===== config.mk =====
export PLATFORM = sky130hd
export DESIGN_NAME = integer_to_ascii_formatter_unit
export DESIGN_NICKNAME = d
export VERILOG_FILES = /design/src/rtl/ifa_pkg.sv /design/src/rtl/integer_to_ascii_formatter_unit.sv /design/src/rtl/ifa_dabble.sv /design/src/rtl/ifa_digits.sv
export SDC_FILE = /design/constraint.sdc
export NUM_CORES = 1
export LEC_CHECK = 0
export BUFFER_PORTS_ARGS = -buffer_cell sky130_fd_sc_hd__buf_4
export CORE_MARGIN = 2
export CORE_UTILIZATION = 39
export CTS_BUF_LIST = sky130_fd_sc_hd__clkbuf_2 sky130_fd_sc_hd__clkbuf_4 sky130_fd_sc_hd__clkbuf_8
export DETAILED_ROUTE_END_ITERATION = 8
export PLACE_DENSITY = 0.64
export SYNTH_ARGS = -nofsm -noshare
export SYNTH_HDL_FRONTEND = slang
export SYNTH_HIERARCHICAL = 1
export SYNTH_SLANG_ARGS = --single-unit

===== constraint.sdc =====
create_clock -name clk -period 9.81 [get_ports clk]
set_input_delay 2.4525 -clock clk [delete_from_list [all_inputs] [get_ports clk]]
set_output_delay 2.4525 -clock clk [all_outputs]
set_load 0.1 [all_outputs]

===== src/rtl/ifa_pkg.sv =====
// Shared types, codes and character tables for the integer to ASCII formatter.
// Used by ifa_dabble, ifa_digits and integer_to_ascii_formatter_unit.
// No dependencies.
`timescale 1ns / 1ps

package ifa_pkg;

  // Format selection codes.
  localparam logic [1:0] MODE_DEC  = 2'd0;
  localparam logic [1:0] MODE_HEXL = 2'd1;
  localparam logic [1:0] MODE_HEXU = 2'd2;
  localparam logic [1:0] MODE_PTR  = 2'd3;

  // Digit counts of each format and the width of the decimal converter.
  localparam int DEC_DIGITS   = 10;
  localparam int HEX32_DIGITS = 8;
  localparam int PTR_DIGITS   = 16;
  localparam int DAB_BITS     = 32;
  localparam int BCD_W        = DEC_DIGITS * 4;
  localparam int CNT_W        = 5;
  localparam int DAB_CNT_W    = 6;

  // Input and result words.
  typedef struct packed {
    logic [63:0] value;
    logic [1:0]  mode;
  } in_word_t;

  typedef struct packed {
    logic [6:0] char_out;
    logic       last;
  } out_word_t;

  // Sequencer states.
  typedef enum logic [1:0] {
    ST_IDLE,
    ST_CONV,
    ST_PRE,
    ST_DIG
  } state_t;

  // Fixed text put before (or instead of) the digits.
  typedef enum logic [1:0] {
    PK_MINUS,
    PK_HEX,
    PK_NIL
  } pre_kind_t;

  // Control from the sequencer to the digit shifter.
  typedef struct packed {
    logic             load;
    logic             run;
    logic             upper;
    logic [CNT_W-1:0] cnt;
    logic [63:0]      data;
  } dig_ctrl_t;

  // Status from the digit shifter.
  typedef struct packed {
    logic       emit;
    logic       last;
    logic [6:0] ch;
  } dig_stat_t;

  // One digit nibble to its ASCII character.
  function automatic logic [6:0] hex_char(input logic [3:0] nib, input logic upper);
    logic [6:0] ch;
    if (nib < 4'd10) begin
      ch = 7'h30 + {3'b000, nib};
    end else if (upper) begin
      ch = 7'h37 + {3'b000, nib};
    end else begin
      ch = 7'h57 + {3'b000, nib};
    end
    return ch;
  endfunction

  // Character at position idx of a prefix text.
  function automatic logic [6:0] pre_char(input pre_kind_t kind, input logic [2:0] idx);
    logic [6:0] ch;
    case (kind)
      PK_MINUS: ch = 7'h2D;
      PK_HEX:   ch = (idx == 3'd0) ? 7'h30 : 7'h78;
      PK_NIL: begin
        case (idx)
          3'd0:    ch = 7'h28;
          3'd1:    ch = 7'h6E;
          3'd2:    ch = 7'h69;
          3'd3:    ch = 7'h6C;
          default: ch = 7'h29;
        endcase
      end
      default:  ch = 7'h2D;
    endcase
    return ch;
  endfunction

  // Index of the final character of a prefix text.
  function automatic logic [2:0] pre_last(input pre_kind_t kind);
    logic [2:0] idx;
    case (kind)
      PK_MINUS: idx = 3'd0;
      PK_HEX:   idx = 3'd1;
      PK_NIL:   idx = 3'd4;
      default:  idx = 3'd0;
    endcase
    return idx;
  endfunction

endpackage


===== src/rtl/integer_to_ascii_formatter_unit.sv =====
// Top level of the integer to ASCII formatter: sequencer, prefix text and result register.
// Depends on ifa_pkg, ifa_dabble and ifa_digits.
`timescale 1ns / 1ps

// Usage:
// Drive in_word (value and mode) and raise start; the word is taken at a clock
// edge where start is high and busy is low. busy stays high until the last
// character of that word has been produced.
// Each character leaves on out_word for exactly one cycle with out_valid high;
// out_word.last marks the final character of the word. The receiver cannot
// stall the block, so every character must be taken when out_valid is high.
// In the pointer and nil cases the first character is registered from the prefix
// state entered at the accepting edge. Hex words go straight to 8 digit slots
// (leading zeros are skipped in slots that send nothing), pointers send 0x and 16
// digit slots, nil sends (nil). Decimal words first run the bit-serial BCD
// converter, then a minus sign if any, then 10 digit slots. The converter loop sets
// the decimal rate, the digit shift register sets the hex rate at one digit a cycle.
// Reset (rst_n low, synchronous) returns the block to idle and drops out_valid.

module integer_to_ascii_formatter_unit (
  input  logic               clk,
  input  logic               rst_n,
  input  logic               start,
  output logic               busy,
  input  ifa_pkg::in_word_t  in_word,
  output logic               out_valid,
  output ifa_pkg::out_word_t out_word
);

  ifa_pkg::state_t    state_r, state_nxt;
  ifa_pkg::pre_kind_t pre_kind_r, pre_kind_nxt;
  logic [2:0]         pre_idx_r, pre_idx_nxt;
  logic               neg_r, neg_nxt;
  logic               upper_r, upper_nxt;
  logic               out_valid_r, out_valid_nxt;
  ifa_pkg::out_word_t out_word_r, out_word_nxt;

  ifa_pkg::dig_ctrl_t dig_ctrl;
  ifa_pkg::dig_stat_t dig_stat;
  logic                           dab_start;
  logic [ifa_pkg::DAB_BITS-1:0]   dab_mag;
  logic [ifa_pkg::BCD_W-1:0]      dab_bcd;
  logic                           dab_done;
  logic [31:0]                    low;
  logic                           accept;

  assign low     = in_word.value[31:0];
  assign accept  = start && (state_r == ifa_pkg::ST_IDLE);
  assign dab_mag = low[31] ? (~low + 32'd1) : low;

  ifa_dabble u_dab (
    .clk   (clk),
    .rst_n (rst_n),
    .start (dab_start),
    .mag   (dab_mag),
    .bcd   (dab_bcd),
    .done  (dab_done)
  );

  ifa_digits u_dig (
    .clk   (clk),
    .rst_n (rst_n),
    .ctrl  (dig_ctrl),
    .stat  (dig_stat)
  );

  // Next state and sequencer registers.
  always_comb begin
    state_nxt    = state_r;
    pre_kind_nxt = pre_kind_r;
    pre_idx_nxt  = pre_idx_r;
    neg_nxt      = neg_r;
    upper_nxt    = upper_r;
    case (state_r)
      ifa_pkg::ST_IDLE: begin
        if (accept) begin
          pre_idx_nxt = 3'd0;
          upper_nxt   = (in_word.mode == ifa_pkg::MODE_HEXU);
          case (in_word.mode)
            ifa_pkg::MODE_DEC: begin
              neg_nxt      = low[31];
              pre_kind_nxt = ifa_pkg::PK_MINUS;
              state_nxt    = ifa_pkg::ST_CONV;
            end
            ifa_pkg::MODE_HEXL, ifa_pkg::MODE_HEXU: begin
              state_nxt = ifa_pkg::ST_DIG;
            end
            default: begin
              pre_kind_nxt = (in_word.value == 64'd0) ? ifa_pkg::PK_NIL : ifa_pkg::PK_HEX;
              state_nxt    = ifa_pkg::ST_PRE;
            end
          endcase
        end
      end
      ifa_pkg::ST_CONV: begin
        if (dab_done) begin
          state_nxt = neg_r ? ifa_pkg::ST_PRE : ifa_pkg::ST_DIG;
        end
      end
      ifa_pkg::ST_PRE: begin
        pre_idx_nxt = pre_idx_r + 3'd1;
        if (pre_idx_r == ifa_pkg::pre_last(pre_kind_r)) begin
          state_nxt = (pre_kind_r == ifa_pkg::PK_NIL) ? ifa_pkg::ST_IDLE : ifa_pkg::ST_DIG;
        end
      end
      ifa_pkg::ST_DIG: begin
        if (dig_stat.emit && dig_stat.last) begin
          state_nxt = ifa_pkg::ST_IDLE;
        end
      end
      default: state_nxt = ifa_pkg::ST_IDLE;
    endcase
  end

  // Outputs of each state: unit control and the next result word.
  always_comb begin
    dab_start      = 1'b0;
    dig_ctrl       = '0;
    dig_ctrl.upper = upper_r;
    out_valid_nxt  = 1'b0;
    out_word_nxt   = '0;
    case (state_r)
      ifa_pkg::ST_IDLE: begin
        dig_ctrl.upper = (in_word.mode == ifa_pkg::MODE_HEXU);
        if (start) begin
          case (in_word.mode)
            ifa_pkg::MODE_DEC: begin
              dab_start = 1'b1;
            end
            ifa_pkg::MODE_HEXL, ifa_pkg::MODE_HEXU: begin
              dig_ctrl.load = 1'b1;
              dig_ctrl.cnt  = ifa_pkg::CNT_W'(ifa_pkg::HEX32_DIGITS);
              dig_ctrl.data = {low, 32'd0};
            end
            default: begin
              dig_ctrl.load = (in_word.value != 64'd0);
              dig_ctrl.cnt  = ifa_pkg::CNT_W'(ifa_pkg::PTR_DIGITS);
              dig_ctrl.data = in_word.value;
            end
          endcase
        end
      end
      ifa_pkg::ST_CONV: begin
        if (dab_done) begin
          dig_ctrl.load = 1'b1;
          dig_ctrl.cnt  = ifa_pkg::CNT_W'(ifa_pkg::DEC_DIGITS);
          dig_ctrl.data = {dab_bcd, {(64 - ifa_pkg::BCD_W){1'b0}}};
        end
      end
      ifa_pkg::ST_PRE: begin
        out_valid_nxt         = 1'b1;
        out_word_nxt.char_out = ifa_pkg::pre_char(pre_kind_r, pre_idx_r);
        out_word_nxt.last     = (pre_kind_r == ifa_pkg::PK_NIL) &&
                                (pre_idx_r == ifa_pkg::pre_last(pre_kind_r));
      end
      ifa_pkg::ST_DIG: begin
        dig_ctrl.run          = 1'b1;
        out_valid_nxt         = dig_stat.emit;
        out_word_nxt.char_out = dig_stat.ch;
        out_word_nxt.last     = dig_stat.last;
      end
      default: begin
        out_valid_nxt = 1'b0;
      end
    endcase
  end

  always_ff @(posedge clk) begin
    if (!rst_n) begin
      state_r     <= ifa_pkg::ST_IDLE;
      pre_kind_r  <= ifa_pkg::PK_MINUS;
      pre_idx_r   <= 3'd0;
      neg_r       <= 1'b0;
      upper_r     <= 1'b0;
      out_valid_r <= 1'b0;
    end else begin
      state_r     <= state_nxt;
      pre_kind_r  <= pre_kind_nxt;
      pre_idx_r   <= pre_idx_nxt;
      neg_r       <= neg_nxt;
      upper_r     <= upper_nxt;
      out_valid_r <= out_valid_nxt;
    end
  end

  // Result word register.
  always_ff @(posedge clk) begin
    out_word_r <= out_word_nxt;
  end

  assign busy      = (state_r != ifa_pkg::ST_IDLE);
  assign out_valid = out_valid_r;
  assign out_word  = out_word_r;

`ifndef SYNTH
  // An accepted word keeps the block busy in the following cycle.
  a_accept_busy: assert property (@(posedge clk) disable iff (!rst_n)
    accept |=> busy)
    else $error("block not busy after accepting a word");

  // The final character of a word coincides with the return to idle.
  a_last_idle: assert property (@(posedge clk) disable iff (!rst_n)
    (out_valid && out_word.last) |-> !busy)
    else $error("still busy after the final character");

  // A character that is not the final one leaves while the word is in progress.
  a_mid_busy: assert property (@(posedge clk) disable iff (!rst_n)
    (out_valid && !out_word.last) |-> busy)
    else $error("character left with no word in progress");

  // The decimal converter only finishes while the sequencer waits for it.
  a_dab_done: assert property (@(posedge clk) disable iff (!rst_n)
    dab_done |-> (state_r == ifa_pkg::ST_CONV))
    else $error("converter finished outside the conversion state");
`endif

endmodule


===== src/rtl/ifa_dabble.sv =====
// Bit-serial binary to BCD converter (shift and add-3), one input bit per cycle.
// Depends on ifa_pkg.
`timescale 1ns / 1ps

module ifa_dabble (
  input  logic                       clk,
  input  logic                       rst_n,
  input  logic                       start,
  input  logic [ifa_pkg::DAB_BITS-1:0] mag,
  output logic [ifa_pkg::BCD_W-1:0]  bcd,
  output logic                       done
);

  logic [ifa_pkg::DAB_BITS-1:0]  bin_r, bin_nxt;
  logic [ifa_pkg::BCD_W-1:0]     bcd_r, bcd_nxt;
  logic [ifa_pkg::DAB_CNT_W-1:0] cnt_r, cnt_nxt;
  logic                          done_r, done_nxt;
  logic [ifa_pkg::BCD_W-1:0]     adj;

  // Add 3 to every BCD digit of 5 or more, then shift in the next binary bit.
  always_comb begin
    adj = bcd_r;
    for (int i = 0; i < ifa_pkg::DEC_DIGITS; i++) begin
      if (bcd_r[i*4 +: 4] >= 4'd5) begin
        adj[i*4 +: 4] = bcd_r[i*4 +: 4] + 4'd3;
      end
    end
  end

  // Load on start, otherwise step while bits remain.
  always_comb begin
    bin_nxt  = bin_r;
    bcd_nxt  = bcd_r;
    cnt_nxt  = cnt_r;
    done_nxt = 1'b0;
    if (start) begin
      bin_nxt = mag;
      bcd_nxt = '0;
      cnt_nxt = ifa_pkg::DAB_CNT_W'(ifa_pkg::DAB_BITS);
    end else if (cnt_r != '0) begin
      bin_nxt  = {bin_r[ifa_pkg::DAB_BITS-2:0], 1'b0};
      bcd_nxt  = {adj[ifa_pkg::BCD_W-2:0], bin_r[ifa_pkg::DAB_BITS-1]};
      cnt_nxt  = cnt_r - ifa_pkg::DAB_CNT_W'(1);
      done_nxt = (cnt_r == ifa_pkg::DAB_CNT_W'(1));
    end
  end

  always_ff @(posedge clk) begin
    if (!rst_n) begin
      cnt_r  <= '0;
      done_r <= 1'b0;
    end else begin
      cnt_r  <= cnt_nxt;
      done_r <= done_nxt;
    end
  end

  always_ff @(posedge clk) begin
    bin_r <= bin_nxt;
    bcd_r <= bcd_nxt;
  end

  assign bcd  = bcd_r;
  assign done = done_r;

endmodule


===== src/rtl/ifa_digits.sv =====
// Digit shift register: sends nibbles out most significant first, one per cycle
// while run is high, dropping leading zeros. Depends on ifa_pkg.
`timescale 1ns / 1ps

module ifa_digits (
  input  logic                clk,
  input  logic                rst_n,
  input  ifa_pkg::dig_ctrl_t  ctrl,
  output ifa_pkg::dig_stat_t  stat
);

  logic [63:0]               data_r, data_nxt;
  logic [ifa_pkg::CNT_W-1:0] cnt_r, cnt_nxt;
  logic                      started_r, started_nxt;
  logic                      upper_r, upper_nxt;
  logic [3:0]                nib;
  logic                      leading;

  // A zero ahead of the first nonzero digit is skipped, but never the final one.
  assign nib     = data_r[63:60];
  assign leading = !started_r && (nib == 4'd0) && (cnt_r > ifa_pkg::CNT_W'(1));

  always_comb begin
    stat.emit = ctrl.run && !leading;
    stat.last = (cnt_r == ifa_pkg::CNT_W'(1));
    stat.ch   = ifa_pkg::hex_char(nib, upper_r);
  end

  // Load a new number or shift one digit out.
  always_comb begin
    data_nxt    = data_r;
    cnt_nxt     = cnt_r;
    started_nxt = started_r;
    upper_nxt   = upper_r;
    if (ctrl.load) begin
      data_nxt    = ctrl.data;
      cnt_nxt     = ctrl.cnt;
      started_nxt = 1'b0;
      upper_nxt   = ctrl.upper;
    end else if (ctrl.run && cnt_r != '0) begin
      data_nxt    = {data_r[59:0], 4'd0};
      cnt_nxt     = cnt_r - ifa_pkg::CNT_W'(1);
      started_nxt = started_r || !leading;
    end
  end

  always_ff @(posedge clk) begin
    if (!rst_n) begin
      cnt_r     <= '0;
      started_r <= 1'b0;
    end else begin
      cnt_r     <= cnt_nxt;
      started_r <= started_nxt;
    end
  end

  always_ff @(posedge clk) begin
    data_r  <= data_nxt;
    upper_r <= upper_nxt;
  end

endmodule

==> impl_metrics.env <==
export IMPL_cts_inserted_buffers=17
export IMPL_grt_usage_pct=19.7
export IMPL_critPathSlowestCell="ha_1"
export IMPL_cpPeakStageDelay_ns=1.07
export IMPL_grt_pass1_wl_um=43800
export IMPL_die_area_sq_um=28300
export IMPL_skew_ns=0.0220
export IMPL_post_route_period_util_pct=59.4
export IMPL_synthTopCellsByArea="edfxtp_1 28%, dfxtp_1 14%, mux2_2 6.6%"
export IMPL_grt_start_max_net_pins=93
export IMPL_crit_type="primary input to flip-flop"
export IMPL_ios=79
export IMPL_path_common_cell="buf_4"
export IMPL_stdcell_count=1471
export IMPL_syn_area_per_cell_sq_um=9.58
export IMPL_p_leak_nw=4.32
export IMPL_maxCapViolations=0
export IMPL_cts_resized=0
export IMPL_critPathLaunchType="primary input"
export IMPL_drtIter0Drc=995
export IMPL_postCtsSetupBuffers=0
export IMPL_row_count=60
export IMPL_netlist_area_leader_share_pct=27.7
export IMPL_tns_ns=0
export IMPL_dp_cells=1439
export IMPL_fin_total_pwr_w=0.00298
export IMPL_grt_overflow=0
export IMPL_setup_violations_final=0
export IMPL_ctsHoldBuffers=0
export IMPL_required_ns=9.90
export IMPL_avgRoutedWirePerCell_um=19.1
export IMPL_finalMaxSlewViolations=0
export IMPL_vias_per_cell=5.79
export IMPL_utilization_pct=43.6
export IMPL_min_path_type="flip-flop to flip-flop"
export IMPL_place_hpwl_um=19000
export IMPL_synth_main_ff_cell="edfxtp_1"
export IMPL_synth_top_cell_by_area="edfxtp_1"
export IMPL_post_route_min_period_ns=5.83
export IMPL_cts_reportedPaths_clkPinSlew_ns=0.09
export IMPL_die_width_um=168
export IMPL_tightest_slew_ns=1.17
export IMPL_drt_total_wl_um=28000
export IMPL_finalHoldViolCount=0
export IMPL_path_max_fanout=74
export IMPL_critPathBufInv=5
export IMPL_path_delay_family="buffers and inverters"
export IMPL_syn_inst=1097
export IMPL_first_pass_iters=5
export IMPL_diodes=0
export IMPL_endpoint_kind="flip-flop"
export IMPL_slew_limit_headroom_pct=21.8
export IMPL_start_util_pct=39.3
export IMPL_io_buffers=78
export IMPL_rsz0062_at_grt="false"
export IMPL_grt_pass1_vias=7917
export IMPL_seq_area_frac_synth_pct=41.2
export IMPL_insertion_delay_ns=0.47
export IMPL_arrival_ns=5.92
export IMPL_htreeDepth=4
export IMPL_drive_gt1_share_pct=19.7
export IMPL_area_delta_synth_final_pct=10.9
export IMPL_yosysWarnings=6
export IMPL_design_core_area_sq_um=26700
export IMPL_nNetsFinal=1224
export IMPL_cts_max_path_buffers=2
export IMPL_clock_sink_count=168
export IMPL_max_clock_freq_mhz=172
export IMPL_synth_edf_count=97
export IMPL_path_cells="buf_4 -> inv_1 -> ha_1 -> o21a_1 -> nor2_1 -> a31oi_4 -> buf_4 -> inv_1 -> nand2_2 -> buf_4"
export IMPL_dieHeight_um=168
export IMPL_synth_async_reset_ratio_pct=0
export IMPL_antenna_found_initial=0
export IMPL_cts_tree="done"
export IMPL_ys_ff_latch=168
export IMPL_synthesis_area_sq_um=10500
export IMPL_vias=8521
export IMPL_ys_types=75
export IMPL_irDropWorstVdd_mv=0.197
export IMPL_route_detailed_drc=0
export IMPL_status="finished clean"
export IMPL_power_density_nw_per_um2=255
export IMPL_cts_root_buf="clkbuf_8"
export IMPL_ant_nets=0
export IMPL_routabilityCongestion=0.860
## cell usage in the layout, fill, tap and decap left out, types with 31 or more instances in the layout
cell,instances
o21ai_0,76
ha_1,37
buf_4,90
edfxtp_1,97
inv_1,43
mux2_2,62
nand2_1,161
dfxtp_1,71
a22o_1,40
nor2_1,32
mux2_1,31
## cell families (layout without fill, tap and decap cells)
| family | Yosys count | in the layout | synth area share [%] |
|---|---|---|---|
| AO/OA/AOI/OAI | 258 | 258 | 18.2 |
| XOR/XNOR | 32 | 32 | 2.67 |
| adder cells (fa/ha/maj) | 38 | 38 | 4.52 |
| buffers and inverters | 135 | 167 | 5.11 |
| flip-flops | 168 | 168 | 41.2 |
| multiplexers | 96 | 96 | 10.2 |
| other | 1 | 2 | 0.0357 |
| AND/OR/NAND/NOR | 369 | 369 | 18.0 |
## through the flow
step	worst slack (ns)	hold WS (ns)	instance area, sq um
after floorplan	3.96	0.475	10500
after global placement	3.59	0.494	11300
after detailed placement	3.52	0.502	11300
after CTS	4.06	0.525	11700
after global routing	3.75	0.548	11700
final	3.98	0.520	11700
## registers in the layout (all words and copies together), names as in the netlist
signal,flops
u_dig/data_r,64
u_dab/bcd,40
u_dab/bin_r,32
out_word,8
u_dab/cnt_r,6
u_dig/cnt_r,5
pre_idx_r,3
pre_kind_r,2
state_r,2
neg_r,1
out_valid,1
u_dab/done,1
u_dig/started_r,1
u_dig/upper_r,1
upper_r,1
## area by class of cell
class                      count  area, sq um
multi-input combinational    795         5680
clock buffer                  18          241
sequential                   168         4330
timing repair buffer          90          676
clock inverter                14          140
tap                          341          427
inverter                      45          169
fill                        2547        15100
## synth_stat cells (3+ instances only)
library cell and instances:
o41ai_1 9, mux2_2 62, a31oi_1 13, edfxtp_1 97
nor4_1 11, xnor2_1 29, a21oi_1 19, buf_1 4
o31ai_1 8, clkbuf_1 72, mux2_1 31, o211ai_1 11
and2_1 10, o21ai_0 76, nand4_1 14, mux2i_1 3
nor2b_1 16, inv_1 43, a211oi_1 23, a22o_1 40
o21ai_1 3, buf_2 12, dfxtp_1 71, xor2_1 3
o41ai_2 9, a311oi_1 10, o32ai_1 10, nor3_1 23
ha_1 38, or3_1 11, o31ai_2 6, and3_1 25
nand2_1 162, nand3_1 21, nor2_1 33, nand2b_1 15
nor3b_2 3
## layer usage
| metal | wire, um | global-route usage [%] |
|---|---|---|
| met2 | 12800 | 31.1 |
| met3 | 1980 | 3.31 |
| met5 | 0 | 0 |
| met1 | 12600 | 27.4 |
| met4 | 621 | 7.20 |
## power breakdown
part           internal (W)  total (W)  switching [W]
registers           0.00104    0.00128       0.000238
clock network      0.000209   0.000489       0.000280
logic              0.000492    0.00121       0.000719
## worst register-to-register path, cell delays in order, from the launching register on
cell,delay [ns]
dfxtp_1,0.78
nand2_1,0.19
nor2_2,0.13
buf_4,0.44
nor2_1,0.17
a31oi_4,0.16
buf_4,0.73
inv_1,0.28
nand2_2,0.10
buf_4,0.66
## final timing paths
path / startpoint / to / slack [ns] / cells past startpoint
worst max-delay path: in_word[0] / u_dig/data_r[23] / 3.98 / 10
worst min-delay path: u_dig/started_r / u_dig/started_r / 0.52 / 2
worst max register to register: state_r[0] / u_dig/data_r[23] / 5.75 / 9
worst min register to register: u_dig/started_r / u_dig/started_r / 0.52 / 2
Power figures use the tool's default switching activity.
